File: src/rtl/mh_pkg.sv
`timescale 1ns / 1ps
// ----------------------------------------------------------------------------
// mh_pkg: shared types and constants of the magnetometer heading block
// Widths, CORDIC angle table, register codes and the beat structs that move
// down the processing chain.
// ----------------------------------------------------------------------------
package mh_pkg;

    // Iteration count and angle precision
    localparam int CORDIC_STEPS    = 16;
    localparam int ANGLE_FRAC_BITS = 8;

    localparam int TABLE_LEN  = 24;
    localparam int TABLE_FRAC = 24;
    localparam int STEP_W     = $clog2(TABLE_LEN);

    // Raw sample and scaling (value * 15 / 100 == value * 3 / 20)
    localparam int RAW_W       = 16;
    localparam int MAG_W       = RAW_W + 1;
    localparam int SCALE_SHIFT = 20;
    localparam logic [15:0] SCALE_MUL = 16'd52429; // ceil(2^20 / 20)
    localparam int PROD_W      = MAG_W + 16;
    localparam int QUOT_W      = PROD_W - SCALE_SHIFT;
    localparam int AXIS_W      = QUOT_W + 1;

    // CORDIC datapath
    localparam int PRESCALE_SHIFT = 8;
    localparam int XY_W           = 25;
    localparam int Z_W            = ANGLE_FRAC_BITS + 10;
    localparam int RIGHT_ANGLE    = 90 * (1 << ANGLE_FRAC_BITS);

    // Declination alignment to the angle format
    localparam int DECL_W      = 16;
    localparam int DECL_SHL    = (ANGLE_FRAC_BITS >= 8) ? ANGLE_FRAC_BITS - 8 : 0;
    localparam int DECL_SHR    = (ANGLE_FRAC_BITS >= 8) ? 0 : 8 - ANGLE_FRAC_BITS;
    localparam int DECL_WIDE_W = DECL_W + DECL_SHL;

    // Whole degrees and final wrap
    localparam int WHOLE_W    = Z_W + 1 - ANGLE_FRAC_BITS;
    localparam int OFFSET_W   = 10;
    localparam int TOTAL_W    = 12;
    localparam int HEADING_W  = 9;
    localparam int FULL_TURN  = 360;
    localparam int MOD_BIAS   = 3 * FULL_TURN;

    // Register reset values
    localparam logic signed [OFFSET_W-1:0] OFFSET_RESET = -10'sd240;
    localparam logic signed [DECL_W-1:0]   DECL_RESET   = 16'sd1467;

    // Configuration port
    localparam int ADDR_W = 3;
    localparam int DATA_W = 32;

    typedef enum logic {
        REG_OFFSET = 1'b0,
        REG_DECL   = 1'b1
    } reg_idx_t;

    // atan(2^-i) in degrees, Q24, rounded
    localparam int ATAN_Q24 [TABLE_LEN] = '{
        754974720, 445687602, 235489088, 119537938, 60000934, 30029717,
        15018523, 7509720, 3754917, 1877466, 938734, 469367,
        234684, 117342, 58671, 29335, 14668, 7334,
        3667, 1833, 917, 458, 229, 115
    };

    typedef struct packed {
        logic valid;
        logic ready;
        logic ovf;
    } side_t;

    typedef struct packed {
        side_t                   side;
        logic                    zero;
        logic signed [XY_W-1:0]  x;
        logic signed [XY_W-1:0]  y;
        logic signed [Z_W-1:0]   z;
    } cell_t;

    function automatic logic signed [Z_W-1:0] cordic_angle(input logic [STEP_W-1:0] step);
        int v;
        v = (ATAN_Q24[step] + (1 << (TABLE_FRAC - ANGLE_FRAC_BITS - 1)))
            >>> (TABLE_FRAC - ANGLE_FRAC_BITS);
        return Z_W'(v);
    endfunction

endpackage

File: src/rtl/mh_cordic_cell.sv
`timescale 1ns / 1ps
// ----------------------------------------------------------------------------
// mh_cordic_cell: one vectoring CORDIC iteration
// Rotates the vector toward the x axis by atan(2^-step) and accumulates the
// angle; registered output feeds the next cell.
// ----------------------------------------------------------------------------
module mh_cordic_cell (
    input  logic                        clk,
    input  logic                        rst_n,
    input  logic                        adv,
    input  logic [mh_pkg::STEP_W-1:0]   step,
    input  mh_pkg::cell_t               cell_in,
    output mh_pkg::cell_t               cell_out
);
    import mh_pkg::*;

    logic signed [XY_W-1:0] dx, dy;
    logic signed [Z_W-1:0]  angle;
    cell_t                  cell_next, cell_reg;

    always_comb
    begin
        dx        = cell_in.y >>> step;
        dy        = cell_in.x >>> step;
        angle     = cordic_angle(step);
        cell_next = cell_in;
        if (!cell_in.y[XY_W-1])
        begin
            cell_next.x = cell_in.x + dx;
            cell_next.y = cell_in.y - dy;
            cell_next.z = cell_in.z + angle;
        end
        else
        begin
            cell_next.x = cell_in.x - dx;
            cell_next.y = cell_in.y + dy;
            cell_next.z = cell_in.z - angle;
        end
    end

    always_ff @(posedge clk or negedge rst_n)
    begin
        if (!rst_n)
        begin
            cell_reg <= '0;
        end
        else if (adv)
        begin
            cell_reg <= cell_next;
        end
    end

    assign cell_out = cell_reg;

endmodule

File: config.mk
export PLATFORM = sky130hd
export DESIGN_NAME = mh_cordic_cell
export DESIGN_NICKNAME = d
export VERILOG_FILES = /design/src/rtl/mh_pkg.sv /design/src/rtl/mh_cordic_cell.sv
export SDC_FILE = /design/constraint.sdc
export NUM_CORES = 1
export LEC_CHECK = 0
export CAP_MARGIN = 25
export CORE_AREA = 2 2 139 141
export DETAILED_ROUTE_END_ITERATION = 10
export DIE_AREA = 0 0 141 143
export DONT_BUFFER_PORTS = 1
export PLACE_DENSITY = 0.79
export RECOVER_POWER = 100
export SYNTH_ARGS = -nofsm -noshare
export SYNTH_HDL_FRONTEND = slang
export SYNTH_SLANG_ARGS = --single-unit
export TNS_END_PERCENT = 50
File: constraint.sdc
create_clock -name clk -period 0.98 [get_ports clk]
set_input_delay 0.245 -clock clk [delete_from_list [all_inputs] [get_ports clk]]
set_output_delay 0.245 -clock clk [all_outputs]
set_load 0.05 [all_outputs]
==> reports/metrics.cfg, run 1 <==
[outcome]
status=aborted with a tool error
haltStage=global routing (5_1_grt)
first-error=[ERROR GRT-0116] Global routing finished with congestion. Check the congestion regions in the DRC Viewer.

[die]
die_h_um=143
fp-row-count=50
die_w_um=141
io_pins=152
initial_utilization_pct=59.4

[clock_network]
cts_root_buffer=clkbuf_16
cts_made_buffers=9
clkSinkCount=72
cts_max_level=3
clockBufferDepth=2

[global_routing]
grt_max_degree=87
grt_first_pass_wirelength_um=115000
grt.total_usage_pct=74.6
grt_overflow=123
grt_pass1_vias=18600

[yosys]
syn_area_mm2=0.0110
syn_inst=1311
ys_warn_count=0
synth_area_per_cell_um2=8.41
yosysSeqAreaShare_pct=16.3
ys_ff_latch=72
synthArstFlopShare_pct=100
synth_edf_count=0
synth_ff_type=dfrtp_1
postSynthNetCount=1471
synth.distinct_cells=87

[place]
hpwlAfterDp_um=33600
place_congestion=1.14
io_buffer_count=0
dp_slack_ns=-3.75

repair_timing:
action	CTS
setup endpoints to repair	140
gates cloned	2
hold buffers	1
pin swaps	124
buffers inserted	77
gates resized for setup	224
hold endpoints to repair	80
Yosys cell counts, drive strengths merged (5+ instances only):
cell type,number,share of area [%]
inv,33,1.1
a211o,9,0.71
and2,11,0.62
nor3b,6,0.51
nor2b,17,0.96
buf,39,2.0
o31ai,20,1.4
clkinv,5,0.17
nand3b,5,0.34
nor3,37,1.8
o22ai,21,1.2
mux2i,47,4.3
o211a,5,0.45
a211oi,20,1.5
o211ai,20,1.4
dfrtp,72,16
a21oi,90,4.1
nor4,9,0.57
o31a,7,0.56
a31oi,19,1.1
nor2,100,3.4
o21ai,68,3.1
nand4,6,0.34
a221oi,5,0.45
o21a,23,1.6
mux4,45,9.3
mux2,67,7.0
clkbuf,37,1.3
and3,9,0.51
xnor2,61,4.8
or3,10,0.57
xor2,27,2.1
ha,77,8.7
nand2b,22,1.2
o21bai,6,0.41
nand2,119,4.0
nand3,23,1.0
or2,15,0.85
a21o,25,1.7
metal layers:
| metal | GRT overflow | GRT usage [%] |
|---|---|---|
| met1 | 2 | 73.7 |
| met4 | 48 | 75.3 |
| met5 | 0 | 24.1 |
| met3 | 4 | 59.0 |
| met2 | 69 | 92.3 |
stage by stage:
stage | cell area [um^2] | utilization [%] | instances | setup TNS [ns]
after floorplan | 11500 | - | 1311 | -198.76
after global placement | 15500 | 83.2 | 1914 | -186.12
after detailed placement | 15500 | 83.2 | 1914 | -201.05
after CTS | 17300 | 93.0 | 2006 | -181.63
cells by family after synthesis:
logic type                 after synthesis  share of synthesized area, %
AOI/OAI and AO/OA                      394                          24.3
xor gates and xnor gates                88                          6.99
adders and majority gates               80                          9.28
buffers and inverters                  114                          4.58
DFF                                     72                          16.3
muxes                                  159                          20.5
and+or+nand+nor                        404                          18.0
==> run 2, diff against run 1 <==
CORE_AREA = 2 2 170 172   (was 2 2 139 141)
DIE_AREA = 0 0 172 174   (was 0 0 141 143)
PLACE_DENSITY = unset   (was 0.79)
PLACE_DENSITY_LB_ADDON = 0.15   (was unset)
==> reports/metrics.cfg, run 2 <==
[outcome]
status=complete, but fails checks  ; was aborted with a tool error
violations=hold timing, setup timing

[yosys]
ys_warn_count=0  ; unchanged
ys_top_cells_by_area=dfrtp_1, mux4_2, ha_1, mux2_2, xnor2_1  ; unchanged
synth.top_cell.area_share_pct=16.3  ; unchanged
ys_ff_latch=72  ; unchanged
synth.distinct_cells=87  ; unchanged
postSynthNetCount=1471  ; unchanged
synth_area_per_cell_um2=8.41  ; unchanged
syn_area_mm2=0.0110  ; unchanged
synth_edf_count=0  ; unchanged
synth_top_area_cell=dfrtp_1  ; unchanged
ys_top_cells_by_count=nand2_1, nor2_1, a21oi_1  ; unchanged
synth_most_common_cell=nand2_1  ; unchanged
synthArstFlopShare_pct=100  ; unchanged
syn_inst=1311  ; unchanged
synth_ff_type=dfrtp_1  ; unchanged
yosysSeqAreaShare_pct=16.3  ; unchanged

[detailed_routing]
totalWireLength_um=46500
drtAntennaViolNets=0
drc=0
drtIter0Drc=936
drt_pass1_iterations=5
vias=12600
viasPerCell=5.80
wl_per_cell_um=21.4

[die]
initial_utilization_pct=39.1  ; was 59.4%
die_w_um=172  ; was 141 um
fp-row-count=62  ; was 50
die_area_mm2=0.0299
core_area_mm2=0.0282
io_pins=152  ; unchanged
die_h_um=174  ; was 143 um

[layout]
syn_to_final_growth_pct=66.3
fin_area_mm2=0.0183
multi_input_comb_area_mm2=0.0105
post-route-util_pct=65.0
fillers=2374
final_nets=1944
largest_reg_flops=72
final-seq-area_mm2=0.00181
final_cell_mix=buf_4, nand2_1, nor2_1, buf_12, dfrtp_1
final_common_cell=buf_4
drive_gt1_share_pct=52.2
finalNonFillerCells=2174

[setup_path]
path_cells=mux4_2, mux4_2, mux2i_4, ha_4, nand2_2, inv_2, buf_6, o2111ai_4, or2_1, mux2i_1, ha_1, a21o_1, a21oi_2, o21ai_1, nand3b_1, o21ai_2, o2111ai_2, buf_4, xor2_1, mux2_2
end_kind=register
crit_required_ns=1.22
path_buf_inv=3
critPathMaxStageDelay_ns=0.55
worst-setup-path-type=in2reg
startpoint_type=input port
cp.arrival_ns=4.42
cp_common_cell=mux4_2
crit_path_max_fanout=86
critPathSlowestCell=mux4_2
crit_family=multiplexers

[timing]
final-setup-viol-count=140
tightestPinTransition_ns=0.770
drv_slew=0
min_period_ns=4.19
slew_headroom_pct=48.5
finalHoldViolations=72
clock.fmax_ghz=0.239
worst_slack_ns=-3.21
whs_ns=-0.417
fin_tns_setup_ns=-184.87
rsz0062_at_grt=true
finClkSkew_ns=0
fin_crit_sh_pct=427

[pwr]
power-per-cell-area_mw_per_mm2=1670
power.share.clock_pct=10.5
irDropWorstVdd_mv=1.39
p_leak_nw=7.91
p_comb_share_pct=71.6
p_int_mw=17.4
power_mw=30.5
p_switching_mw=13.2
switching_share_pct=43.1
p_seq_share_pct=17.9

[place]
placedCellCount=2078  ; was 1914
io_buffer_count=0  ; unchanged
dp_slack_ns=-3.76  ; was -3.75 ns
hpwlAfterDp_um=33600  ; about the same
place_area_mm2=0.0158  ; was 0.0155 mm^2
place_congestion=0.990  ; was 1.14

[clock_network]
clkSinkCount=72  ; unchanged
cts_tree=yes
clockBufferDepth=2  ; unchanged
cts_made_buffers=9  ; unchanged
cts_root_buffer=clkbuf_16  ; unchanged
path_clk_slew_ns=0.06
ctsHoldBuffers=1  ; unchanged
cts_max_level=3  ; unchanged
insertion_delay_ns=0.35

[run]
maxCapViolations=0

[global_routing]
antenna_found_initial=0
grt.total_usage_pct=29.2
grt_overflow=0
grt_pass1_vias=12500
grt_first_pass_wirelength_um=67900
grt_max_degree=87

[hold_path]
hp-class=in2async

[run 2: worst reg2reg max path, delay by kind of cell (launching register included)]
kind | cells | cell delay [ns]
flops | 1 | 0.51
simple gates | 1 | 0.14
compound gates | 1 | 0.05
[run 2: cell families after synthesis]
family | share of synthesized area [%]
AND/OR/NAND/NOR | 18.0
AO/OA/AOI/OAI | 24.3
multiplexers | 20.5
buffers and inverters | 4.58
XOR/XNOR | 6.99
adder cells (fa/ha/maj) | 9.28
flip-flops | 16.3
[run 2: final timing paths]
| path | start | to | slack, ns | depth (start not counted) |
|---|---|---|---|---|
| max reg2reg | cell_out[25]$_DFFE_PN0P_ | cell_out[25]$_DFFE_PN0P_ | 0.13 | 2 |
| min in group clk | adv | cell_out[3]$_DFFE_PN0P_ | 0.03 | 2 |
| min reg2reg | cell_out[37]$_DFFE_PN0P_ | cell_out[37]$_DFFE_PN0P_ | 0.55 | 2 |
| max in group asynchronous | rst_n | cell_out[66]$_DFFE_PN0P_ | 1.21 | 0 |
| max | step[0] | cell_out[64]$_DFFE_PN0P_ | -3.21 | 20 |
| min | rst_n | cell_out[2]$_DFFE_PN0P_ | -0.42 | 0 |
[run 2: repair_timing]
action,in CTS,in global routing
endpoints found under the hold margin,78,72
setup endpoints to repair,140,140
cloned,0,1
resized for setup,125,247
setup buffers,39,57
pin swaps,74,140
[run 2: layout make-up]
type                    count  area share, %
multi-input cells        1125           57.2
diodes                      1         0.0136
repair inverters            1         0.0614
clock buffers              10           1.25
inverters                  38          0.989
clock inverters             6          0.246
repair buffers            537           27.8
flip-flops and latches     72           9.88
well taps                 384           2.62
[run 2: power by group through the flow]
stage / clock (mW) / combinational [mW] / sequential, mW
finish: 3.22 / 21.9 / 5.46
global route: 3.38 / 23.1 / 5.60
CTS: 3.29 / 19.6 / 5.45
detailed placement: 0 / 18.4 / 5.46
global placement: 0 / 18.2 / 5.44
floorplan: 0 / 7.03 / 8.31
[run 2: routing by layer]
metal,vias to the layer above,wire (um),GRT usage [%]
met4,0,2210,11.4
met5,-,0,0.669
met3,120,3730,7.74
li1,5909,-,-
met1,6090,17700,33.7
met2,495,22800,50.9
Note: power is estimated with default switching activity, not from simulation.
