`src/rtl/mh_pkg.sv`:
```
`timescale 1ns / 1ps
// ----------------------------------------------------------------------------
// mh_pkg: shared types and constants of the magnetometer heading block
// Widths, CORDIC angle table, register codes and the beat structs that move
// down the processing chain.
// ----------------------------------------------------------------------------
package mh_pkg;

    // Iteration count and angle precision
    localparam int CORDIC_STEPS    = 16;
    localparam int ANGLE_FRAC_BITS = 8;

    localparam int TABLE_LEN  = 24;
    localparam int TABLE_FRAC = 24;
    localparam int STEP_W     = $clog2(TABLE_LEN);

    // Raw sample and scaling (value * 15 / 100 == value * 3 / 20)
    localparam int RAW_W       = 16;
    localparam int MAG_W       = RAW_W + 1;
    localparam int SCALE_SHIFT = 20;
    localparam logic [15:0] SCALE_MUL = 16'd52429; // ceil(2^20 / 20)
    localparam int PROD_W      = MAG_W + 16;
    localparam int QUOT_W      = PROD_W - SCALE_SHIFT;
    localparam int AXIS_W      = QUOT_W + 1;

    // CORDIC datapath
    localparam int PRESCALE_SHIFT = 8;
    localparam int XY_W           = 25;
    localparam int Z_W            = ANGLE_FRAC_BITS + 10;
    localparam int RIGHT_ANGLE    = 90 * (1 << ANGLE_FRAC_BITS);

    // Declination alignment to the angle format
    localparam int DECL_W      = 16;
    localparam int DECL_SHL    = (ANGLE_FRAC_BITS >= 8) ? ANGLE_FRAC_BITS - 8 : 0;
    localparam int DECL_SHR    = (ANGLE_FRAC_BITS >= 8) ? 0 : 8 - ANGLE_FRAC_BITS;
    localparam int DECL_WIDE_W = DECL_W + DECL_SHL;

    // Whole degrees and final wrap
    localparam int WHOLE_W    = Z_W + 1 - ANGLE_FRAC_BITS;
    localparam int OFFSET_W   = 10;
    localparam int TOTAL_W    = 12;
    localparam int HEADING_W  = 9;
    localparam int FULL_TURN  = 360;
    localparam int MOD_BIAS   = 3 * FULL_TURN;

    // Register reset values
    localparam logic signed [OFFSET_W-1:0] OFFSET_RESET = -10'sd240;
    localparam logic signed [DECL_W-1:0]   DECL_RESET   = 16'sd1467;

    // Configuration port
    localparam int ADDR_W = 3;
    localparam int DATA_W = 32;

    typedef enum logic {
        REG_OFFSET = 1'b0,
        REG_DECL   = 1'b1
    } reg_idx_t;

    // atan(2^-i) in degrees, Q24, rounded
    localparam int ATAN_Q24 [TABLE_LEN] = '{
        754974720, 445687602, 235489088, 119537938, 60000934, 30029717,
        15018523, 7509720, 3754917, 1877466, 938734, 469367,
        234684, 117342, 58671, 29335, 14668, 7334,
        3667, 1833, 917, 458, 229, 115
    };

    typedef struct packed {
        logic valid;
        logic ready;
        logic ovf;
    } side_t;

    typedef struct packed {
        side_t                   side;
        logic                    zero;
        logic signed [XY_W-1:0]  x;
        logic signed [XY_W-1:0]  y;
        logic signed [Z_W-1:0]   z;
    } cell_t;

    function automatic logic signed [Z_W-1:0] cordic_angle(input logic [STEP_W-1:0] step);
        int v;
        v = (ATAN_Q24[step] + (1 << (TABLE_FRAC - ANGLE_FRAC_BITS - 1)))
            >>> (TABLE_FRAC - ANGLE_FRAC_BITS);
        return Z_W'(v);
    endfunction

endpackage

```
`src/rtl/mh_back.sv`:
```
`timescale 1ns / 1ps
// ----------------------------------------------------------------------------
// mh_back: heading finish and output register
// Removes declination, truncates to whole degrees, adds the offset, wraps
// into 0..359 and substitutes the held heading on overflow samples.
// ----------------------------------------------------------------------------
module mh_back (
    input  logic                                  clk,
    input  logic                                  rst_n,
    input  logic                                  adv,
    input  mh_pkg::cell_t                         cell_in,
    input  logic signed [mh_pkg::OFFSET_W-1:0]    heading_offset,
    input  logic signed [mh_pkg::DECL_W-1:0]      declination_q8,
    output logic                                  out_valid,
    output logic [mh_pkg::HEADING_W-1:0]          heading_deg,
    output logic                                  error
);
    import mh_pkg::*;

    logic signed [DECL_WIDE_W-1:0] decl_wide;
    logic signed [Z_W:0]           decl_s;
    logic signed [Z_W-1:0]         angle;
    logic signed [Z_W:0]           diff;
    logic [Z_W:0]                  diff_mag;
    logic [WHOLE_W-1:0]            whole_mag;

    side_t                         s5_side_reg;
    logic signed [WHOLE_W-1:0]     s5_whole_next, s5_whole_reg;

    logic signed [WHOLE_W-1:0]     deg;
    logic signed [TOTAL_W-1:0]     biased;
    logic [TOTAL_W-2:0]            folded;
    logic [TOTAL_W-2:0]            wrapped;
    logic                          hold;

    logic                          valid_next, valid_reg;
    logic [HEADING_W-1:0]          heading_next, heading_reg;
    logic                          error_next, error_reg;
    logic [HEADING_W-1:0]          last_heading_next, last_heading_reg;

    // Bearing minus declination, truncated toward zero
    always_comb
    begin
        decl_wide     = (DECL_WIDE_W'(declination_q8) <<< DECL_SHL) >>> DECL_SHR;
        decl_s        = (Z_W+1)'(decl_wide);
        angle         = cell_in.zero ? '0 : cell_in.z;
        diff          = (Z_W+1)'(angle) - decl_s;
        diff_mag      = diff[Z_W] ? -diff : diff;
        whole_mag     = diff_mag[Z_W:ANGLE_FRAC_BITS];
        s5_whole_next = diff[Z_W] ? -whole_mag : whole_mag;
    end

    // Offset and true modulo 360
    always_comb
    begin
        deg    = s5_side_reg.ready ? s5_whole_reg : '0;
        biased = TOTAL_W'(deg) + TOTAL_W'(heading_offset) + TOTAL_W'(MOD_BIAS);
        folded = biased[TOTAL_W-2:0];
        if (folded >= (TOTAL_W-1)'(5 * FULL_TURN))
            wrapped = folded - (TOTAL_W-1)'(5 * FULL_TURN);
        else if (folded >= (TOTAL_W-1)'(4 * FULL_TURN))
            wrapped = folded - (TOTAL_W-1)'(4 * FULL_TURN);
        else if (folded >= (TOTAL_W-1)'(3 * FULL_TURN))
            wrapped = folded - (TOTAL_W-1)'(3 * FULL_TURN);
        else if (folded >= (TOTAL_W-1)'(2 * FULL_TURN))
            wrapped = folded - (TOTAL_W-1)'(2 * FULL_TURN);
        else if (folded >= (TOTAL_W-1)'(FULL_TURN))
            wrapped = folded - (TOTAL_W-1)'(FULL_TURN);
        else
            wrapped = folded;
    end

    // Overflow beats repeat the held heading and leave it untouched
    always_comb
    begin
        hold              = s5_side_reg.ready && s5_side_reg.ovf;
        valid_next        = s5_side_reg.valid;
        last_heading_next = last_heading_reg;
        if (hold)
        begin
            heading_next = last_heading_reg;
            error_next   = 1'b1;
        end
        else
        begin
            heading_next = HEADING_W'(wrapped);
            error_next   = 1'b0;
            if (s5_side_reg.valid)
                last_heading_next = HEADING_W'(wrapped);
        end
    end

    always_ff @(posedge clk or negedge rst_n)
    begin
        if (!rst_n)
        begin
            s5_side_reg      <= '0;
            valid_reg        <= 1'b0;
            last_heading_reg <= '0;
        end
        else if (adv)
        begin
            s5_side_reg      <= cell_in.side;
            valid_reg        <= valid_next;
            last_heading_reg <= last_heading_next;
        end
    end

    always_ff @(posedge clk)
    begin
        if (adv)
        begin
            s5_whole_reg <= s5_whole_next;
            heading_reg  <= heading_next;
            error_reg    <= error_next;
        end
    end

    assign out_valid   = valid_reg;
    assign heading_deg = heading_reg;
    assign error       = error_reg;

endmodule

```
`config.mk`:
```
export PLATFORM = sky130hd
export DESIGN_NAME = mh_back
export DESIGN_NICKNAME = d
export VERILOG_FILES = /design/src/rtl/mh_pkg.sv /design/src/rtl/mh_back.sv
export SDC_FILE = /design/constraint.sdc
export NUM_CORES = 1
export LEC_CHECK = 0
export ABC_CLOCK_PERIOD_IN_PS = 5300
export BUFFER_PORTS_ARGS = -buffer_cell sky130_fd_sc_hd__buf_2
export CORE_MARGIN = 2
export CORE_UTILIZATION = 55
export DETAILED_ROUTE_END_ITERATION = 6
export PLACE_DENSITY_LB_ADDON = 0.25
export SYNTH_ARGS = -nofsm -noshare
export SYNTH_HDL_FRONTEND = slang
export SYNTH_SLANG_ARGS = --single-unit
```
`constraint.sdc`:
```
create_clock -name clk -period 5.3 [get_ports clk]
set_input_delay 0.795 -clock clk [delete_from_list [all_inputs] [get_ports clk]]
set_output_delay 0.795 -clock clk [all_outputs]
set_load 0.05 [all_outputs]
```
; Word level (Yosys, flattened, before mapping)
; Index checks and enable logic that the tools add are counted.
[classes]
n_reduce_logical = 2
div = 0
eq_ne = 0
multipliers = 0
n_shift = 0
addsub = 10
muxes = 11
order_cmp = 5
bitwise = 1
[ops]
columns = operator, n
row1 = $mux W9, 6
row2 = $ge A11 B11 Y1 const B, 3
row3 = $sub A9 B9 Y9 const B, 3
row4 = $mux W11, 2
row5 = $mux W19, 1
row6 = $neg A19 Y19, 1
row7 = $sub A18 B16 Y19, 1
row8 = $mux W18, 1
row9 = $add A11 B10 Y11, 1
row10 = $add A11 B11 Y11 const B, 1
row11 = $ge A11 B10 Y1 const B, 1
row12 = $ge A11 B9 Y1 const B, 1
row13 = $neg A11 Y11, 1
row14 = $sub A9 B6 Y9 const B, 1
row15 = $sub A9 B8 Y9 const B, 1
row16 = $reduce_and A3 Y1, 1
row17 = $logic_and A1 B1 Y1, 1
row18 = $mux W1, 1
row19 = $not A1 Y1, 1
[word_totals]
out_inout_bits = 11
latch_bits = 0
input_bits = 101
romBits = 0
mem_bits_rw = 0
ff_bits = 34
n_memories = 0
word_cells = 37

; Depth between registers and ports, before layout
[depth]
word_depth = 10
ltp_mapped = 19
depth_no_buf = 17

; Worst setup path before layout
; Ideal clock, no wire load.
[synth_path]
path_type = input -> register
from = in heading_offset[1] (netlist name)
to = reg heading_reg[6], in the netlist heading_deg[6] (data pin)
path_buffers = 1
setup_ps = 260
setup_slack_ps = 442
arrival_time_ps = 4598
required_time_ps = 5040
stages = 17
cell_sequence = ha_1 -> ha_1 -> fa_1 -> a21oi_2 -> nor2b_1 -> nor2_1 -> xnor2_1 -> inv_1 -> ha_1 -> and3_2 -> a211o_1 -> a311o_1 -> buf_6 -> mux2i_1 -> o21ba_2 -> o2111a_1 -> mux2_2
[synth_between]
elab_chain_cells = 9
elab_cells_between_ends = 18
cone_classes = 7 x add/sub / 5 x order compare / 6 x mux
[synth_rtl]
columns = item, line_no
row1 = "start, declared", mh_back.sv:12  ; input logic signed [mh_pkg::OFFSET_W-1:0] heading_offset,
row2 = $add A11 B10 Y11 (*), mh_back.sv:57  ; biased = TOTAL_W'(deg) + TOTAL_W'(heading_offset) + TOTAL_W'(MOD_BIAS);
row3 = $add A11 B11 Y11 (*), mh_back.sv:57
row4 = $sub A9 B9 Y9 / $ge A11 B9 Y1 (equally long branches), "mh_back.sv:68, mh_back.sv:67"
row5 = $mux W9, mh_back.sv:67  ; else if (folded >= (TOTAL_W-1)'(FULL_TURN))
row6 = $mux W9, mh_back.sv:65  ; else if (folded >= (TOTAL_W-1)'(2 * FULL_TURN))
row7 = $mux W9, mh_back.sv:63  ; else if (folded >= (TOTAL_W-1)'(3 * FULL_TURN))
row8 = $mux W9, mh_back.sv:61  ; else if (folded >= (TOTAL_W-1)'(4 * FULL_TURN))
row9 = $mux W9 (*), mh_back.sv:59  ; if (folded >= (TOTAL_W-1)'(5 * FULL_TURN))
row10 = $mux W9 (*), mh_back.sv:79  ; if (hold)
row11 = net heading_next[6], mh_back.sv:37  ; logic [HEADING_W-1:0] heading_next, heading_reg;
row12 = "end signal, assigned", mh_back.sv:114  ; heading_reg <= heading_next;
row13 = "end, declared", mh_back.sv:37
; The timed path passes the listed nets; every way through them passes the cells marked *.
; A chain may end at the register's enable or synchronous reset.

; Final worst setup path
[layout_path]
from = reg s5_side_reg[1] (netlist name)
to = reg heading_reg[4], in the netlist heading_deg[4] (data pin)
[layout_between]
elab_chain_cells = 10
elab_cells_between_ends = 20
cone_classes = 7 x add/sub / 5 x order compare / 7 x mux / 1 x reduce/logical
[layout_rtl]
columns = item, line_no
row1 = "start, declared", mh_back.sv:27  ; side_t s5_side_reg;
row2 = "start signal, assigned", mh_back.sv:103  ; s5_side_reg <= cell_in.side;
row3 = $mux W11, mh_back.sv:56  ; deg = s5_side_reg.ready ? s5_whole_reg : '0;
row4 = $add A11 B10 Y11, mh_back.sv:57
row5 = $add A11 B11 Y11, mh_back.sv:57
row6 = $sub A9 B9 Y9 / $ge A11 B9 Y1 (equally long branches), "mh_back.sv:68, mh_back.sv:67"
row7 = $mux W9, mh_back.sv:67
row8 = $mux W9, mh_back.sv:65
row9 = $mux W9, mh_back.sv:63
row10 = $mux W9, mh_back.sv:61
row11 = $mux W9, mh_back.sv:59
row12 = $mux W9 (*), mh_back.sv:79
row13 = net heading_next[4], mh_back.sv:37
; Marks and branches as above.

==> metrics.md <==
| Metric | Value |
|---|---|
| Run status | `finished, final reports clean` |
| Post-CTS Hold Buffers | `0` |
| Synth cell types | `85` |
| First-pass GRT wire length | `16.6 mm` |
| Via density | `5.97` |
| Number of synthesized flops with an enable pin | `21` |
| Final wirelength | `9.79 mm` |
| Slew @ Worst Pin | `0.917 ns` |
| Top Metal Used | `met4` |
| Area delta synth->final | `12.4%` |
| WL met1 | `4.71 mm` |
| CTS tree | `built` |
| Adder-Cell Fraction of Synth Area | `between 10% and 20%` |
| DR vias | `3992` |
| Top cell type's share of synthesized area | `14.5%` |
| Cell taking the most area after synthesis | `ha_1` |
| Critical path fanouts, max | `14` |
| Vias in the first global route | `3679` |
| Register area share after synthesis | `roughly 22%` |
| Row Count | `32` |
| Crit path DAT | `about 4.9 ns` |
| Drt pass-1 iters | `4` |
| Final hold violation count | `0` |
| Post-CTS Setup Bufs | `0` |
| Critical path class | `reg2reg` |
| Synth Net Count | `657` |
| Synth warnings | `0` |
| Peak supply drop | `approximately 0.29 mV` |
| Synth Area in Compound Gates | `22.6%` |
| Clock root buffer | `clkbuf_8` |
| Gr usage total | `a little under a quarter` |
| Type of origin of the critical path | `flop` |
| Most frequent cells in the layout | `61 x buf_2, 51 x ha_1, 41 x inv_1` |
| Port bufs | `between 60 and 70` |
| Minimum clock period | `between 4 and 5 ns` |
| Leading cell type in the layout, fill and taps excluded | `buf_2` |
| Synth Cell Area | `4390 um2` |
| Core area | `7730 um2` |
| Starting DRC count in detailed routing | `between 200 and 250` |
| RSZ-0062 raised after global routing | `false` |
| Final setup violating endpoints | `0` |
| Seq cells post-synth | `34` |
| # fillers | `663` |
| Initial Utilization | `56.8%` |
| Die height | `about 93 um` |
| Relative slew slack | `38.6%` |
| Main combinational cell family by area after synthesis | `compound AO/OA/AOI/OAI gates` |
| Num CTS Buffers | `5` |
| Final period utilization | `90.8%` |
| Reg2Reg Depth | `17` |
| Design Area, Final | `4930 um2` |
| Number of flip-flops under the largest register name | `11` |
| Maximum root-to-sink buffer count | `2` |
| Ys flop type | `edfxtp_1` |
| Syn Inst Count | `between 500 and 600` |
| Max Cap Violations | `0` |
| Pwr Total | `2.09 mW` |
| Met3 routed WL | `495 um` |
| Setup TNS | `0 ns` |
| Share of layout cells above drive strength 1 | `21.9%` |
| IO Count | `112` |
| DR WL met2 | `4.51 mm` |
| Avg Cell Area, Syn | `8.72 um2` |
| Die W | `93.3 um` |
| Post-synthesis xor/xnor area fraction | `between 6 and 7%` |
| CTS resizes | `0` |
| Largest net degree at the start of global routing | `27` |
| Pins Over Slew Limit | `0` |
| DRT antenna net count | `0` |
| Final RePlAce weighted congestion | `between 0.8 and 0.9` |
| Hold crit path type | `in2async` |
| WL per Instance | `~15 um` |
| DRC viols | `0` |
| Post-Place Cell Area | `4800 um2` |
| Top cells by area, synth | `ha_1 15%, edfxtp_1 14%, dfrtp_1 7.4%` |
| # nets final | `720` |
| WP data required | `5.34 ns` |
| Achievable Freq | `0.208 GHz` |
| Clock slew at reported path FFs | `0.07 ns` |
| Total gr overflow | `0` |
| Mux share of post-synthesis cell area | `under 10%` |
| Initial antenna violation count | `0` |
| Die area | `between 8000 and 9000 um2` |
| Post-synth ARST share | `between 30% and 40%` |
| Simple-gate portion of the synthesized area | `22.4%` |
| Standby leakage power | `2.26 nW` |
| Clk sink count | `34` |
| CTS H-tree lvls | `2` |
| Diodes inserted | `0` |
| Pwr per Cell Area | `423 nW/um2` |
| Clk Latency, worst-skew pair | `0.28 ns` |
| Crit end category | `flop` |
| Clock Skew | `approximately 0.0027 ns` |
| Detailed Place HPWL | `slightly below 8 mm` |
[metal layers]
metal	GRT usage [%]	vias to the layer above
li1	-	1994
met1	32.7	1902
met2	38.0	88
met3	2.66	8
met4	5.27	0
met5	0	-
[cells by family (layout without fill, tap and decap cells)]
| logic type | Yosys count | count (layout) |
|---|---|---|
| mux | 27 | 27 |
| flops | 34 | 34 |
| fa+ha+maj | 53 | 53 |
| buf+inv | 51 | 115 |
| xor+xnor | 30 | 30 |
| simple gates | 179 | 179 |
| compound gates | 129 | 129 |
[stage by stage]
step	cells	worst slack (ns)	hold slack, ns	utilization [%]
finish	669	0.489	0.385	63.8
global route	669	0.262	0.400	63.8
CTS	669	0.493	0.386	63.8
detailed placement	661	0.311	0.487	62.1
global placement	661	0.355	0.470	62.1
floorplan	503	0.442	0.451	-
[Yosys cell counts, types with 3 or more instances]
| cell | instances |
|---|---|
| ha_1 | 51 |
| inv_1 | 41 |
| nand2_1 | 36 |
| nor2_1 | 26 |
| nand3_1 | 24 |
| o21ai_0 | 23 |
| edfxtp_1 | 21 |
| mux2_2 | 21 |
| a21oi_1 | 20 |
| nor2b_1 | 20 |
| xnor2_1 | 19 |
| dfrtp_1 | 13 |
| and2_1 | 12 |
| xor2_1 | 10 |
| nand2b_1 | 9 |
| a211o_1 | 8 |
| a211oi_1 | 8 |
| a21o_1 | 8 |
| nor3_1 | 8 |
| o211ai_1 | 7 |
| and3_1 | 6 |
| mux2i_1 | 6 |
| o21a_1 | 6 |
| a31oi_1 | 5 |
| clkbuf_1 | 5 |
| nand4_1 | 5 |
| nor3b_1 | 5 |
| nor4_1 | 4 |
| a2111o_1 | 3 |
| a21o_2 | 3 |
| o21ai_1 | 3 |
[cell type report]
cell class | count | area, um2 | share of cell area, %
Clock buffer | 6 | 93.8 | 1.90
Tap cell | 102 | 128 | 2.59
Timing Repair Buffer | 65 | 335 | 6.80
Clock inverter | 2 | 38.8 | 0.787
Inverter | 42 | 158 | 3.20
Multi-Input combinational cell | 418 | 3220 | 65.3
Sequential cell | 34 | 956 | 19.4
[critical path, stage by stage (launching register included)]
cell,delay (ns)
dfrtp_1,0.52
and2_1,0.21
ha_1,0.27
ha_1,0.25
fa_1,0.45
a21oi_2,0.22
nor2b_1,0.07
nor2_1,0.11
xnor2_1,0.17
inv_1,0.16
ha_1,0.22
and3_2,0.17
a211o_1,0.30
a311o_1,0.50
and2_4,0.22
o31ai_1,0.23
o211ai_1,0.17
mux2_2,0.32
[where the power goes]
| group | switching [mW] | internal, mW | leakage [nW] |
|---|---|---|---|
| combinational | 0.838 | 0.560 | 1.83 |
| clock | 0.0947 | 0.169 | 0.0665 |
| sequential | 0.0313 | 0.393 | 0.360 |
| total | 0.964 | 1.12 | 2.26 |
[final timing paths]
path,startpoint,endpoint,slack [ns]
worst max-delay path,s5_side_reg[1],heading_deg[4],0.49
worst min-delay path,rst_n,last_heading_reg[6],0.38
worst max register to register,s5_side_reg[1],heading_deg[4],0.49
worst min register to register,last_heading_reg[8],last_heading_reg[8],0.51
max in group asynchronous,rst_n,last_heading_reg[1],4.69
min in group clk,last_heading_reg[8],last_heading_reg[8],0.51
No activity file was read; power rests on OpenSTA's default activity.
