`src/rtl/mh_pkg.sv`:
```
`timescale 1ns / 1ps
// ----------------------------------------------------------------------------
// mh_pkg: shared types and constants of the magnetometer heading block
// Widths, CORDIC angle table, register codes and the beat structs that move
// down the processing chain.
// ----------------------------------------------------------------------------
package mh_pkg;

    // Iteration count and angle precision
    localparam int CORDIC_STEPS    = 16;
    localparam int ANGLE_FRAC_BITS = 8;

    localparam int TABLE_LEN  = 24;
    localparam int TABLE_FRAC = 24;
    localparam int STEP_W     = $clog2(TABLE_LEN);

    // Raw sample and scaling (value * 15 / 100 == value * 3 / 20)
    localparam int RAW_W       = 16;
    localparam int MAG_W       = RAW_W + 1;
    localparam int SCALE_SHIFT = 20;
    localparam logic [15:0] SCALE_MUL = 16'd52429; // ceil(2^20 / 20)
    localparam int PROD_W      = MAG_W + 16;
    localparam int QUOT_W      = PROD_W - SCALE_SHIFT;
    localparam int AXIS_W      = QUOT_W + 1;

    // CORDIC datapath
    localparam int PRESCALE_SHIFT = 8;
    localparam int XY_W           = 25;
    localparam int Z_W            = ANGLE_FRAC_BITS + 10;
    localparam int RIGHT_ANGLE    = 90 * (1 << ANGLE_FRAC_BITS);

    // Declination alignment to the angle format
    localparam int DECL_W      = 16;
    localparam int DECL_SHL    = (ANGLE_FRAC_BITS >= 8) ? ANGLE_FRAC_BITS - 8 : 0;
    localparam int DECL_SHR    = (ANGLE_FRAC_BITS >= 8) ? 0 : 8 - ANGLE_FRAC_BITS;
    localparam int DECL_WIDE_W = DECL_W + DECL_SHL;

    // Whole degrees and final wrap
    localparam int WHOLE_W    = Z_W + 1 - ANGLE_FRAC_BITS;
    localparam int OFFSET_W   = 10;
    localparam int TOTAL_W    = 12;
    localparam int HEADING_W  = 9;
    localparam int FULL_TURN  = 360;
    localparam int MOD_BIAS   = 3 * FULL_TURN;

    // Register reset values
    localparam logic signed [OFFSET_W-1:0] OFFSET_RESET = -10'sd240;
    localparam logic signed [DECL_W-1:0]   DECL_RESET   = 16'sd1467;

    // Configuration port
    localparam int ADDR_W = 3;
    localparam int DATA_W = 32;

    typedef enum logic {
        REG_OFFSET = 1'b0,
        REG_DECL   = 1'b1
    } reg_idx_t;

    // atan(2^-i) in degrees, Q24, rounded
    localparam int ATAN_Q24 [TABLE_LEN] = '{
        754974720, 445687602, 235489088, 119537938, 60000934, 30029717,
        15018523, 7509720, 3754917, 1877466, 938734, 469367,
        234684, 117342, 58671, 29335, 14668, 7334,
        3667, 1833, 917, 458, 229, 115
    };

    typedef struct packed {
        logic valid;
        logic ready;
        logic ovf;
    } side_t;

    typedef struct packed {
        side_t                   side;
        logic                    zero;
        logic signed [XY_W-1:0]  x;
        logic signed [XY_W-1:0]  y;
        logic signed [Z_W-1:0]   z;
    } cell_t;

    function automatic logic signed [Z_W-1:0] cordic_angle(input logic [STEP_W-1:0] step);
        int v;
        v = (ATAN_Q24[step] + (1 << (TABLE_FRAC - ANGLE_FRAC_BITS - 1)))
            >>> (TABLE_FRAC - ANGLE_FRAC_BITS);
        return Z_W'(v);
    endfunction

endpackage

```
`src/rtl/mh_front.sv`:
```
`timescale 1ns / 1ps
// ----------------------------------------------------------------------------
// mh_front: sample conditioning
// Negates and scales both axes by 15/100 toward zero, then prescales and
// folds the vector into the right half plane for the CORDIC chain.
// ----------------------------------------------------------------------------
module mh_front (
    input  logic                              clk,
    input  logic                              rst_n,
    input  logic                              adv,
    input  mh_pkg::side_t                     side_in,
    input  logic signed [mh_pkg::RAW_W-1:0]   x_field,
    input  logic signed [mh_pkg::RAW_W-1:0]   y_field,
    output mh_pkg::cell_t                     cell_out
);
    import mh_pkg::*;

    logic [RAW_W-1:0]         raw [2];
    logic [RAW_W-1:0]         neg_raw [2];
    logic [MAG_W-1:0]         mag [2];
    logic [QUOT_W-1:0]        quot [2];

    side_t                    s1_side_reg, s2_side_reg, s3_side_reg;
    logic [1:0]               s1_sign_next, s1_sign_reg, s2_sign_reg;
    logic [MAG_W-1:0]         s1_mag3_next [2];
    logic [MAG_W-1:0]         s1_mag3_reg [2];
    logic [PROD_W-1:0]        s2_prod_next [2];
    logic [PROD_W-1:0]        s2_prod_reg [2];
    logic signed [AXIS_W-1:0] s3_axis_next [2];
    logic signed [AXIS_W-1:0] s3_axis_reg [2];

    logic signed [XY_W-1:0]   xs, ys;
    cell_t                    cell_next, cell_reg;

    assign raw[0] = x_field;
    assign raw[1] = y_field;

    // Negate with wrap, take magnitude, times three
    always_comb
    begin
        for (int k = 0; k < 2; k++)
        begin
            neg_raw[k]      = -raw[k];
            s1_sign_next[k] = neg_raw[k][RAW_W-1];
            mag[k]          = neg_raw[k][RAW_W-1]
                            ? MAG_W'((MAG_W'(1) << RAW_W) - {1'b0, neg_raw[k]})
                            : {1'b0, neg_raw[k]};
            s1_mag3_next[k] = MAG_W'(mag[k] * 2'd3);
        end
    end

    // Divide by twenty through the reciprocal
    always_comb
    begin
        for (int k = 0; k < 2; k++)
        begin
            s2_prod_next[k] = PROD_W'(s1_mag3_reg[k]) * PROD_W'(SCALE_MUL);
        end
    end

    // Restore the sign
    always_comb
    begin
        for (int k = 0; k < 2; k++)
        begin
            quot[k]         = s2_prod_reg[k][PROD_W-1:SCALE_SHIFT];
            s3_axis_next[k] = s2_sign_reg[k] ? -AXIS_W'(quot[k]) : AXIS_W'(quot[k]);
        end
    end

    // Prescale and fold into the right half plane
    always_comb
    begin
        xs             = XY_W'(s3_axis_reg[0]) <<< PRESCALE_SHIFT;
        ys             = XY_W'(s3_axis_reg[1]) <<< PRESCALE_SHIFT;
        cell_next.side = s3_side_reg;
        cell_next.zero = (s3_axis_reg[0] == '0) && (s3_axis_reg[1] == '0);
        cell_next.x    = xs;
        cell_next.y    = ys;
        cell_next.z    = '0;
        if (xs[XY_W-1])
        begin
            if (!ys[XY_W-1])
            begin
                cell_next.x = ys;
                cell_next.y = -xs;
                cell_next.z = Z_W'(RIGHT_ANGLE);
            end
            else
            begin
                cell_next.x = -ys;
                cell_next.y = xs;
                cell_next.z = -Z_W'(RIGHT_ANGLE);
            end
        end
    end

    always_ff @(posedge clk or negedge rst_n)
    begin
        if (!rst_n)
        begin
            s1_side_reg <= '0;
            s2_side_reg <= '0;
            s3_side_reg <= '0;
            cell_reg    <= '0;
        end
        else if (adv)
        begin
            s1_side_reg <= side_in;
            s2_side_reg <= s1_side_reg;
            s3_side_reg <= s2_side_reg;
            cell_reg    <= cell_next;
        end
    end

    always_ff @(posedge clk)
    begin
        if (adv)
        begin
            s1_sign_reg  <= s1_sign_next;
            s2_sign_reg  <= s1_sign_reg;
            s1_mag3_reg  <= s1_mag3_next;
            s2_prod_reg  <= s2_prod_next;
            s3_axis_reg  <= s3_axis_next;
        end
    end

    assign cell_out = cell_reg;

endmodule

```
`config.mk`:
```
export PLATFORM = sky130hd
export DESIGN_NAME = mh_front
export DESIGN_NICKNAME = d
export VERILOG_FILES = /design/src/rtl/mh_pkg.sv /design/src/rtl/mh_front.sv
export SDC_FILE = /design/constraint.sdc
export NUM_CORES = 1
export LEC_CHECK = 0
export BUFFER_PORTS_ARGS = -buffer_cell sky130_fd_sc_hd__buf_4
export CORE_MARGIN = 1
export CORE_UTILIZATION = 40
export DETAILED_ROUTE_END_ITERATION = 6
export MAX_ROUTING_LAYER = met4
export PLACE_DENSITY_LB_ADDON = 0.3
export SKIP_LAST_GASP = 1
export SYNTH_ARGS = -nofsm -noshare
export SYNTH_HDL_FRONTEND = slang
export SYNTH_SLANG_ARGS = --single-unit
```
`constraint.sdc`:
```
create_clock -name clk -period 9.55 [get_ports clk]
set_input_delay 1.4325 -clock clk [delete_from_list [all_inputs] [get_ports clk]]
set_output_delay 1.4325 -clock clk [all_outputs]
set_load 0.1 [all_outputs]
```
* Word level (Yosys, flattened, before mapping)
Index checks and enable logic that the tools add are counted.
Word-level totals: flip-flop bits (word level) 213, output and inout port bits 72
Operators by class: reductions and logical operators 3, add/sub/neg operators 8, multiply operators 4, mux-type cells 6
Operator list (number):
- $mux 68 | 2
- $mul 17x16->33 const B | 2
- $neg 22->25 | 2
- $mul 17x2->17 const B | 2
- $mux 17 | 2
- $sub 17x16->17 const A | 2
- $neg 16->16 | 2
- $logic_not 14->1 | 2
- $neg 13->14 | 2
- $mux 13 | 2
- $logic_and 1x1->1 | 1

* Depth between registers and ports, before layout
Gate-level depths: netlist (run 1).
depth in word-level cells 4, mapped depth 21

* Least setup slack after synthesis (run 1)
OpenSTA, ideal clock, no wires.
path kind in2reg, start point input y_field[4] (netlist name), end point register s1_mag3_reg[16] (netlist name), data pin, setup slack 3.762 ns, path buffers 2, required time 9.285 ns, cell stages on the path 19, arrival 5.523 ns, library setup time 0.265 ns, cell sequence buf_2 -> nor3_4 -> nand3_2 -> or2_1 -> buf_2 -> or4_4 -> xnor2_4 -> inv_2 -> nor2_2 -> xor2_1 -> ha_1 -> a21o_1 -> a21oi_1 -> o21bai_1 -> a2111oi_0 -> o41ai_1 -> or2_2 -> o32ai_1 -> xnor2_1
RTL lines:
- start, declared | RTL line mh_front.sv:13 | input logic signed [mh_pkg::RAW_W-1:0] y_field,
- end signal, assigned | RTL line mh_front.sv:122 | s1_mag3_reg <= s1_mag3_next;
- end, declared | RTL line mh_front.sv:26 | logic [MAG_W-1:0] s1_mag3_reg [2];

==> results of run 1 <==
routing by layer:
layer	track usage, %	up-vias
li1	-	6183
met1	22.1	5833
met2	27.8	163
met3	1.85	39
met4	4.33	0
met5	-	-
Yosys cell counts, drive strengths merged (42+ instances only):
| library cell | number |
|---|---|
| a21oi | 76 |
| dfrtp | 49 |
| edfxtp | 92 |
| fa | 176 |
| ha | 307 |
| inv | 384 |
| nand2 | 68 |
| nor2 | 91 |
| o21ai | 52 |
| xnor2 | 120 |
| xor2 | 42 |
worst max path at each step:
stage                                   start                   endpoint  slack [ps]
detailed placement  s1_mag3_reg[26]$_DFFE_PP_         quot[25]$_DFFE_PP_        3260
global placement                   y_field[7]  s1_mag3_reg[16]$_DFFE_PP_        3370
floorplan                          y_field[4]  s1_mag3_reg[16]$_DFFE_PP_        3760
finish              s1_mag3_reg[23]$_DFFE_PP_         quot[25]$_DFFE_PP_        3280
CTS                 s1_mag3_reg[23]$_DFFE_PP_         quot[25]$_DFFE_PP_        3260
global route        s1_mag3_reg[25]$_DFFE_PP_         quot[25]$_DFFE_PP_        2900
kinds of logic (layout without fill, tap and decap cells):
family	Yosys count	count (layout)	synth area share (%)
AND/OR/NAND/NOR	320	320	8.78
other	1	25	0.0206
flip-flops	141	141	21.9
buffers and inverters	442	503	9.81
AO/OA/AOI/OAI	239	239	8.28
multiplexers	46	46	2.81
XOR/XNOR	162	162	7.90
adder cells (fa/ha/maj)	483	483	40.5
layout make-up:
type	instances	area, sq um
Timing Repair Buffer	87	657
Tap cell	592	741
Multi-Input combinational cell	1275	12500
Clock buffer	17	425
Fill cell	4289	24600
Sequential cell	141	3990
Clock inverter	15	170
Inverter	384	1440
worst max-delay path, stage by stage (launching register included):
cell,delay [ps]
edfxtp_1,520
ha_1,370
inv_1,90
fa_1,530
inv_1,50
fa_1,500
fa_1,550
inv_1,50
fa_1,500
fa_1,540
inv_1,40
ha_1,310
and4_1,170
and3_1,210
a21oi_1,190
a31oi_1,110
nor3_1,490
nor3_1,140
a2111oi_0,540
xnor2_1,110
metrics by stage:
step / worst slack, ps / instances / util [%] / area [sq um] / hold WS [ps]
floorplan: 3760 / 1858 / - / 18300 / 400
global placement: 3370 / 2479 / 43.4 / 19300 / 485
detailed placement: 3260 / 2479 / 43.4 / 19300 / 493
CTS: 3260 / 2511 / 44.8 / 19900 / 510
global route: 2900 / 2511 / 44.8 / 19900 / 531
finish: 3280 / 2511 / 44.8 / 19900 / 507
cells in the final DEF, fill, tap and decap left out, types with 49 or more instances in the layout:
master | netlist | layout
nand2_1 | 68 | 68
edfxtp_1 | 92 | 92
inv_1 | 383 | 383
buf_4 | 32 | 86
ha_1 | 307 | 307
dfrtp_1 | 49 | 49
nor2_1 | 90 | 90
fa_1 | 176 | 176
o21ai_0 | 49 | 49
a21oi_1 | 76 | 76
xnor2_1 | 119 | 119
==> reports/results.txt, run 1 <==
Status - complete, no violations
Pin count of the biggest net entering global routing - 92
1st-pass router iterations - 4
Tcrit/Tclk final - 65.7%
Final min period - 6270 ps
Wl on met1 - 17900 um
Die Span Y - 215 um
Total wire length - 36500 um
Port bufs - 84
Register area share after synthesis - 21.9%
Met2 wire length - 17200 um
Post-Synthesis Cells - 1834
Via count - 12218
Slew Limit Fails - 0
Overall die area - 46300 sq um
Vias in the first global route - 12695
Ys flop type - edfxtp_1
Hold path depth - 1
Hold path start - s1_side_reg[1]$_DFFE_PN0P_
Initial DRC count - 556
Share of cells above drive strength 1 - 9.12%
Reg2reg path depth - 19
Max reg flops - 40
Synth async-reset ratio - 34.8%
Startpoint types - flop
YS warnings - 0
Top Metal Used - met4
Post-synthesis register bit count - 141
Syn_area_per_cell - 9.92 sq um
GRT Util Overall - 16.9%
Worst Tran Pin Value - 942 ps
Worst path required time - 9730 ps
Hold Path End - s2_side_reg[1]$_DFFE_PN0P_
Vias per Instance - 4.87
Diodes inserted - 0
Cell Rows - 77
WP data arrival - 6450 ps
# setup viols final - 0
Clk buf depth - 2
Hold Path Class - reg2reg
Initial antenna violation count - 0
Worst r2r src - s1_mag3_reg[23]$_DFFE_PP_
Max-cap viol count - 0
Reg2Reg Setup Slack - 3280 ps
CTS root buffer - clkbuf_16
Unrepaired setup endpoints after global routing - no
Antenna viol nets, final - 0
Post-synthesis cell area - 18200 sq um
Worst-skew pair later-pin latency - 430 ps
DIE WIDTH - 215 um
Top cell type's share of synthesized area - 21.1%
Post-synth EDFFs - 92
Fin Clk Skew - 10.7 ps
TNS Setup - 0 ps
Io pins - 110
Initial Utilization - 40.9%
Cts bufs inserted - 17
Hold_buf cts - 0
Crit Path Class - reg2reg
Setup crit end kind - flop
Synth cell types - 71
Final Hold Vio Count - 0
Placer Congestion - 0.905
Number of gates resized after CTS - 0
CTS tree - yes
Worst-path maximum fanout - 5
CTS H-tree lvls - 4
Metal3 WL - 899 um
Highest clock rate - 0.159 GHz
Grt ovf - 0
Post-DP HPWL - 31000 um
Cell taking the most area after synthesis - ha_1
CTS Sinks - 141
First-pass GRT wire length - 61800 um
CTS clk-pin slew, worst paths - 70 ps
DRC Markers - 0
Nets - 2427
Max-slew headroom - 37.2%
DR WL/cell - 14.5 um
Top post-synthesis cells by area - ha_1, fa_1, edfxtp_1, inv_1, dfrtp_1
Area of the core - 44500 sq um
Worst flop-to-flop path endpoint - quot[25]$_DFFE_PP_
Postcts setup bufs - 0
Syn-to-layout area delta - 9.57%
Power of run 1 is not shown: default switching activity piles up to over one toggle a cycle in this logic, so the estimate is an artifact.
==> run 2, diff against run 1 <==
Settings changed: ABC_AREA from default to 1.
Clock period 9.55 ns to 6.6 ns, I/O delays scaled along.
==> run 2 against run 1 <==
Sequential share of layout area fell by 1.6 points. Flip-flop and latch count unchanged. Critical path depth is 1 higher. Global-route usage up 2.9 points. Area after synthesis grew 8.9%. Setup slack got worse by 2100 ps. Utilization fell by 0.57 points. Non-clock buffer count fell by 1. Maximum frequency up 15%. First-iteration DRC count increased by 36%. Cell area up 8.6%. Critical path type unchanged. Highest routed layer unchanged.
==> reports/results.txt, run 2 <==
Status - complete, no violations
Highest clock rate - 0.184 GHz (+15%)
Hold Path End - cell_next[69]$_DFFE_PN0P_
Grt ovf - 0 (unchanged)
Port bufs - 84 (unchanged)
Worst flop-to-flop path endpoint - quot[8]$_DFFE_PP_
Hold path depth - 2 (+1)
Placer Congestion - 0.957 (+5.8%)
YS warnings - 0 (unchanged)
DRC Markers - 0 (unchanged)
Register area share after synthesis - 20.1% (-1.8 points)
1st-pass router iterations - 6 (+2)
Cell taking the most area after synthesis - ha_1
GRT Util Overall - 19.8% (+2.9 points)
Top cells by count, synth - inv_1, nand2_1, ha_1
Cts bufs inserted - 17 (unchanged)
Worst-path maximum fanout - 6 (+1)
Post-synthesis cell area - 19800 sq um (+8.9%)
Overall die area - 50400 sq um (+8.8%)
Slowest CP cell - fa_1
CTS clk-pin slew, worst paths - 70 ps (about the same)
Reg2reg path depth - 20 (+1)
Via count - 15284 (+25%)
Ys flop type - edfxtp_1
Final min period - 5440 ps (-832 ps)
Pin count of the biggest net entering global routing - 66 (-28%)
Worst Path Buf+Inv - 6 (+2)
Worst r2r src - s1_mag3_reg[9]$_DFFE_PP_
CTS root buffer - clkbuf_16
Initial DRC count - 757 (+36%)
Die Span Y - 225 um (+4.3%)
TNS Setup - 0 ps (unchanged)
Antenna viol nets, final - 0 (unchanged)
Post-synthesis register bit count - 141 (unchanged)
Setup crit end kind - flop
Syn-to-layout area delta - 9.24%
Most common cell after layout, fill and taps aside - inv_1
CTS H-tree lvls - 4 (unchanged)
Diodes inserted - 0 (unchanged)
Area of the core - 49000 sq um (+10%)
Top cell type's share of synthesized area - 19.4% (-1.7 points)
Slowest stage delay, CP - 570 ps (+20 ps)
Max reg flops - 40 (unchanged)
Slew Limit Fails - 0 (unchanged)
Worst path cell trace - ha_1 -> fa_1 -> inv_1 -> fa_1 -> fa_1 -> inv_1 -> fa_1 -> inv_1 -> fa_1 -> inv_1 -> ha_1 -> nand2_1 -> nor2_1 -> inv_1 -> nor3_1 -> inv_1 -> nor4_1 -> nand2_1 -> nand3_1 -> nand2_1
DR WL/cell - 14.6 um (+0.64%)
CTS tree - yes
Number of gates resized after CTS - 0 (unchanged)
Vias per Instance - 4.77 (-1.9%)
# setup viols final - 0 (unchanged)
Worst path required time - 6800 ps (-2930 ps)
Tcrit/Tclk final - 82.4% (+17 points)
Initial antenna violation count - 0 (unchanged)
Max-slew headroom - 36.2% (-0.95 points)
Hold Path Class - reg2reg
Initial Utilization - 40.5% (-0.40 points)
Post-Synthesis Cells - 2451 (+34%)
Post-synth EDFFs - 92 (unchanged)
Final Hold Vio Count - 0 (unchanged)
Syn_area_per_cell - 8.08 sq um (-19%)
Synth async-reset ratio - 34.8% (unchanged)
Hold path start - cell_next[69]$_DFFE_PN0P_
Postcts setup bufs - 0 (unchanged)
Post-DP HPWL - 40400 um (+30%)
Top-count cell post-synth - inv_1
Fin Clk Skew - 12.1 ps (+1.41 ps)
Reg2Reg Setup Slack - 1160 ps (-2120 ps)
Synth cell types - 48 (-32%)
Vias in the first global route - 15508 (+22%)
Clk buf depth - 2 (unchanged)
Cell Rows - 81 (+5.2%)
First-pass GRT wire length - 76900 um (+24%)
Hold_buf cts - 0 (unchanged)
Nets - 3047 (+26%)
CP top delay family - adder cells
Crit Path Class - reg2reg
Crit-path most repeated cell - inv_1
Top post-synthesis cells by area - ha_1, fa_1, edfxtp_1, inv_1, nand2_1
Max-cap viol count - 0 (unchanged)
Io pins - 110 (unchanged)
Total wire length - 46900 um (+28%)
Commonest non-fill, non-tap cells in the layout - inv_1, nand2_1, ha_1, nor2_1, fa_1
Share of cells above drive strength 1 - 6.18% (-2.9 points)
Unrepaired setup endpoints after global routing - no
Worst-skew pair later-pin latency - 450 ps (+20 ps)
WP data arrival - 5640 ps (-810 ps)
CTS Sinks - 141 (unchanged)
Worst Tran Pin Value - 955 ps (+12.9 ps)
Setup crit start - s1_mag3_reg[9]$_DFFE_PP_
Startpoint types - flop
DIE WIDTH - 225 um (+4.3%)
## run 2: changes by cell type in the layout (fill, tap and decap cells not counted), moves of 36 or more
cell,before,now
nand2_1,68,476
inv_1,383,523
nor2_1,90,190
xnor2_1,119,34
nand3_1,19,102
o21ai_0,49,90
a21oi_1,76,115
mux2_2,36,0
## run 2: kinds of logic after synthesis
group | share of synthesized area [%]
buffers and inverters | 11.8
AO/OA/AOI/OAI | 7.99
AND/OR/NAND/NOR | 18.3
XOR/XNOR | 4.62
flip-flops | 20.1
adder cells (fa/ha/maj) | 37.2
other | 0.0189
## run 2: through the flow
| step | worst slack (ps) | hold WS (ps) | area [sq um] | std cells | utilization (%) |
|---|---|---|---|---|---|
| finish | 1160 | 471 | 21600 | 3203 | 44.2 |
| global route | 791 | 494 | 21600 | 3203 | 44.2 |
| CTS | 1150 | 476 | 21600 | 3203 | 44.2 |
| detailed placement | 1150 | 459 | 21000 | 3171 | 43.0 |
| global placement | 1200 | 455 | 21000 | 3171 | 43.0 |
| floorplan | 1550 | 400 | 19900 | 2475 | - |
## run 2: cell type report
| class | count | area, sq um |
|---|---|---|
| Clock buffer | 20 | 489 |
| Clock inverter | 12 | 113 |
| Fill cell | 4852 | 27300 |
| Inverter | 532 | 2000 |
| Multi-Input combinational cell | 1748 | 13600 |
| Sequential cell | 141 | 3990 |
| Tap cell | 664 | 831 |
| Timing Repair Buffer | 86 | 646 |
## run 2: worst min-delay path: cells and delay by family, from the launching register on
kind / cells / cell delay (ps)
and+or+nand+nor: 2 / 100
DFF: 1 / 340
## run 2: how the worst max path moves through the flow
stage                          to  slack [ps]  depth (start not counted)
6_report        quot[8]$_DFFE_PP_        1160                         20
5_1_grt         quot[8]$_DFFE_PP_         790                         19
4_1_cts        quot[23]$_DFFE_PP_        1150                         19
3_5_place_dp   quot[23]$_DFFE_PP_        1150                         19
3_3_place_gp   quot[23]$_DFFE_PP_        1200                         19
2_1_floorplan   quot[8]$_DFFE_PP_        1550                         20
## run 2: per-layer routing
metal  global-route usage (%)  share of wire [%]  wire length (um)  vias to the layer above
li1                         -                  -                 -                     7869
met1                     24.5                 46             21800                     7128
met2                     34.8                 50             23300                      251
met3                     2.42                2.7              1250                       36
met4                     3.62                1.1               538                        0
met5                        -                  0                 0                        -
Power of run 2 is left out for the same reason.
==> run 3, diff against run 2 <==
Settings changed: ABC_AREA 1 to 0.
Clock period 6.6 ns to 5.2 ns, I/O delays scaled along.
==> run 3 against run 2 <==
The run now ends with setup timing left. Global-route usage is 2.1 points lower. Die area is 8.1% lower. Non-clock buffer count grew 178. Final cell count shrank 16%. Clock skew shrank 2.9 ps. Maximum frequency shrank 0.75%. First-iteration DRC count decreased by 31%. Critical endpoint is now quot[21]$_DFFE_PP_. Largest cell class unchanged.
==> reports/results.txt, run 3 (same netlist as run 1, synthesis figures left out) <==
Status - complete, but fails checks
Failing checks - setup timing
Max-slew headroom - 35.8% (-0.40 points)
Worst r2r src - s1_mag3_reg[23]$_DFFE_PP_
Most common cell after layout, fill and taps aside - inv_1
Port bufs - 84 (unchanged)
Share of cells above drive strength 1 - 20.9% (+15 points)
Post-DP HPWL - 33200 um (-18%)
Worst path required time - 5380 ps (-1420 ps)
Fin Clk Skew - 9.19 ps (-2.91 ps)
1st-pass router iterations - 4 (-2)
CTS Sinks - 141 (unchanged)
Nets - 2604 (-15%)
Non-filler instance count after layout - 2688 (-16%)
CTS clk-pin slew, worst paths - 70 ps (about the same)
DIE WIDTH - 215 um (-4.1%)
Total wire length - 38500 um (-18%)
Antenna viol nets, final - 0 (unchanged)
CP top delay family - adder cells
Crit Path Class - reg2reg
Cts bufs inserted - 17 (unchanged)
Initial Utilization - 40.9% (+0.40 points)
Slew Limit Fails - 0 (unchanged)
Clk buf depth - 2 (unchanged)
Worst Tran Pin Value - 963 ps (+7.40 ps)
Grt ovf - 0 (unchanged)
Final min period - 5480 ps (+41.4 ps)
Max reg flops - 40 (unchanged)
DR WL/cell - 14.3 um (-2.1%)
Startpoint types - flop
Io pins - 110 (unchanged)
Filler cells - 4113 (-15%)
Setup WS post-layout - -282 ps (-1440 ps)
Vias in the first global route - 13221 (-15%)
Reg2reg path depth - 19 (-5.0%)
CTS tree - yes
Tcrit/Tclk final - 105% (+23 points)
GRT Util Overall - 17.7% (-2.1 points)
Crit-path most repeated cell - fa_1
DRC Markers - 0 (unchanged)
Die Span Y - 215 um (-4.1%)
Overall die area - 46300 sq um (-8.1%)
Via count - 12825 (-16%)
Hold_buf cts - 0 (unchanged)
CTS root buffer - clkbuf_16
# setup viols final - 17 (+17)
Vias per Instance - 4.77 (about the same)
Diodes inserted - 0 (unchanged)
Pin count of the biggest net entering global routing - 115 (+74%)
Initial antenna violation count - 0 (unchanged)
Slowest stage delay, CP - 540 ps (-30 ps)
Initial DRC count - 522 (-31%)
Worst-skew pair later-pin latency - 430 ps (-20 ps)
Cell Rows - 77 (-4.9%)
Worst flop-to-flop path endpoint - quot[21]$_DFFE_PP_
Unrepaired setup endpoints after global routing - yes
Final Hold Vio Count - 0 (unchanged)
Commonest non-fill, non-tap cells in the layout - inv_1, ha_1, buf_4, fa_1, xnor2_1
Highest clock rate - 0.182 GHz (-0.75%)
Max-cap viol count - 0 (unchanged)
Hold Path Class - in2async
CTS H-tree lvls - 4 (unchanged)
Placed insts - 2632 (-17%)
First-pass GRT wire length - 64800 um (-16%)
Worst path cell trace - ha_4 -> inv_2 -> fa_1 -> inv_1 -> fa_1 -> fa_1 -> inv_1 -> fa_1 -> fa_1 -> inv_2 -> ha_4 -> and4_4 -> and3_4 -> nand4_1 -> nor4_2 -> nor3_4 -> a31oi_4 -> o31ai_2 -> xnor2_1
Worst-path maximum fanout - 4 (-2)
Slowest CP cell - fa_1
WP data arrival - 5670 ps (+30 ps)
Worst Path Buf+Inv - 4 (-2)
Setup crit end kind - flop
Syn-to-layout area delta - 20.6%
Reg2Reg Setup Slack - -280 ps (-1440 ps)
Placer Congestion - 0.905 (-5.4%)
Area of the core - 44500 sq um (-9.1%)
run 3: through the flow:
| stage | setup TNS (ps) | setup WS, ps | hold WS, ps | area, sq um | util (%) |
|---|---|---|---|---|---|
| global route | -5820 | -426 | 399 | 21900 | 49.3 |
| floorplan | -6.11 | -6.11 | 400 | 18500 | - |
| global placement | -2120 | -213 | 478 | 20700 | 46.6 |
| CTS | -1710 | -204 | 360 | 21700 | 48.7 |
| finish | -2510 | -282 | 353 | 21900 | 49.3 |
| detailed placement | -3780 | -316 | 482 | 20700 | 46.6 |
run 3: repair_timing:
action                                  in CTS  in global routing
gates resized for setup                     40                 40
pin swaps                                   52                 57
buffers inserted                            14                 12
endpoints found under the setup margin      21                 23
run 3: routing by layer:
layer	GRT usage (%)	wire length (um)	vias to the layer above
met5	-	0	-
met4	3.50	457	0
met3	1.68	890	27
met2	29.8	18600	173
met1	23.1	18600	6089
li1	-	-	6536
run 3: worst max path at each step:
stage	startpoint	end	slack, ps	depth (start not counted)
6_report	s1_mag3_reg[23]$_DFFE_PP_	quot[21]$_DFFE_PP_	-280	19
5_1_grt	s1_mag3_reg[23]$_DFFE_PP_	quot[21]$_DFFE_PP_	-430	19
4_1_cts	s1_mag3_reg[23]$_DFFE_PP_	quot[25]$_DFFE_PP_	-200	20
3_5_place_dp	s1_mag3_reg[22]$_DFFE_PP_	quot[21]$_DFFE_PP_	-320	17
3_3_place_gp	s1_mag3_reg[4]$_DFFE_PP_	quot[10]$_DFFE_PP_	-210	17
2_1_floorplan	s1_mag3_reg[1]$_DFFE_PP_	quot[12]$_DFFE_PP_	-6	19
run 3: layout make-up:
class	instances	area, sq um	share of cell area (%)
Clock buffer	18	450	2.05
Tap cell	592	741	3.38
Inverter	384	1440	6.58
Clock inverter	14	146	0.667
Sequential cell	141	3990	18.2
Multi-Input combinational cell	1275	13200	60.0
Timing Repair Buffer	264	2000	9.10
run 3: worst register-to-register path: stages (launching register included):
cell and delay [ps]:
edfxtp_1 490, ha_4 320, inv_2 40, fa_1 540
inv_1 60, fa_1 450, fa_1 500, inv_1 50
fa_1 440, fa_1 510, inv_2 50, ha_4 260
and4_4 220, and3_4 200, nand4_1 120, nor4_2 390
nor3_4 130, a31oi_4 230, o31ai_2 90, xnor2_1 130
Power of run 3 is left out for the same reason.
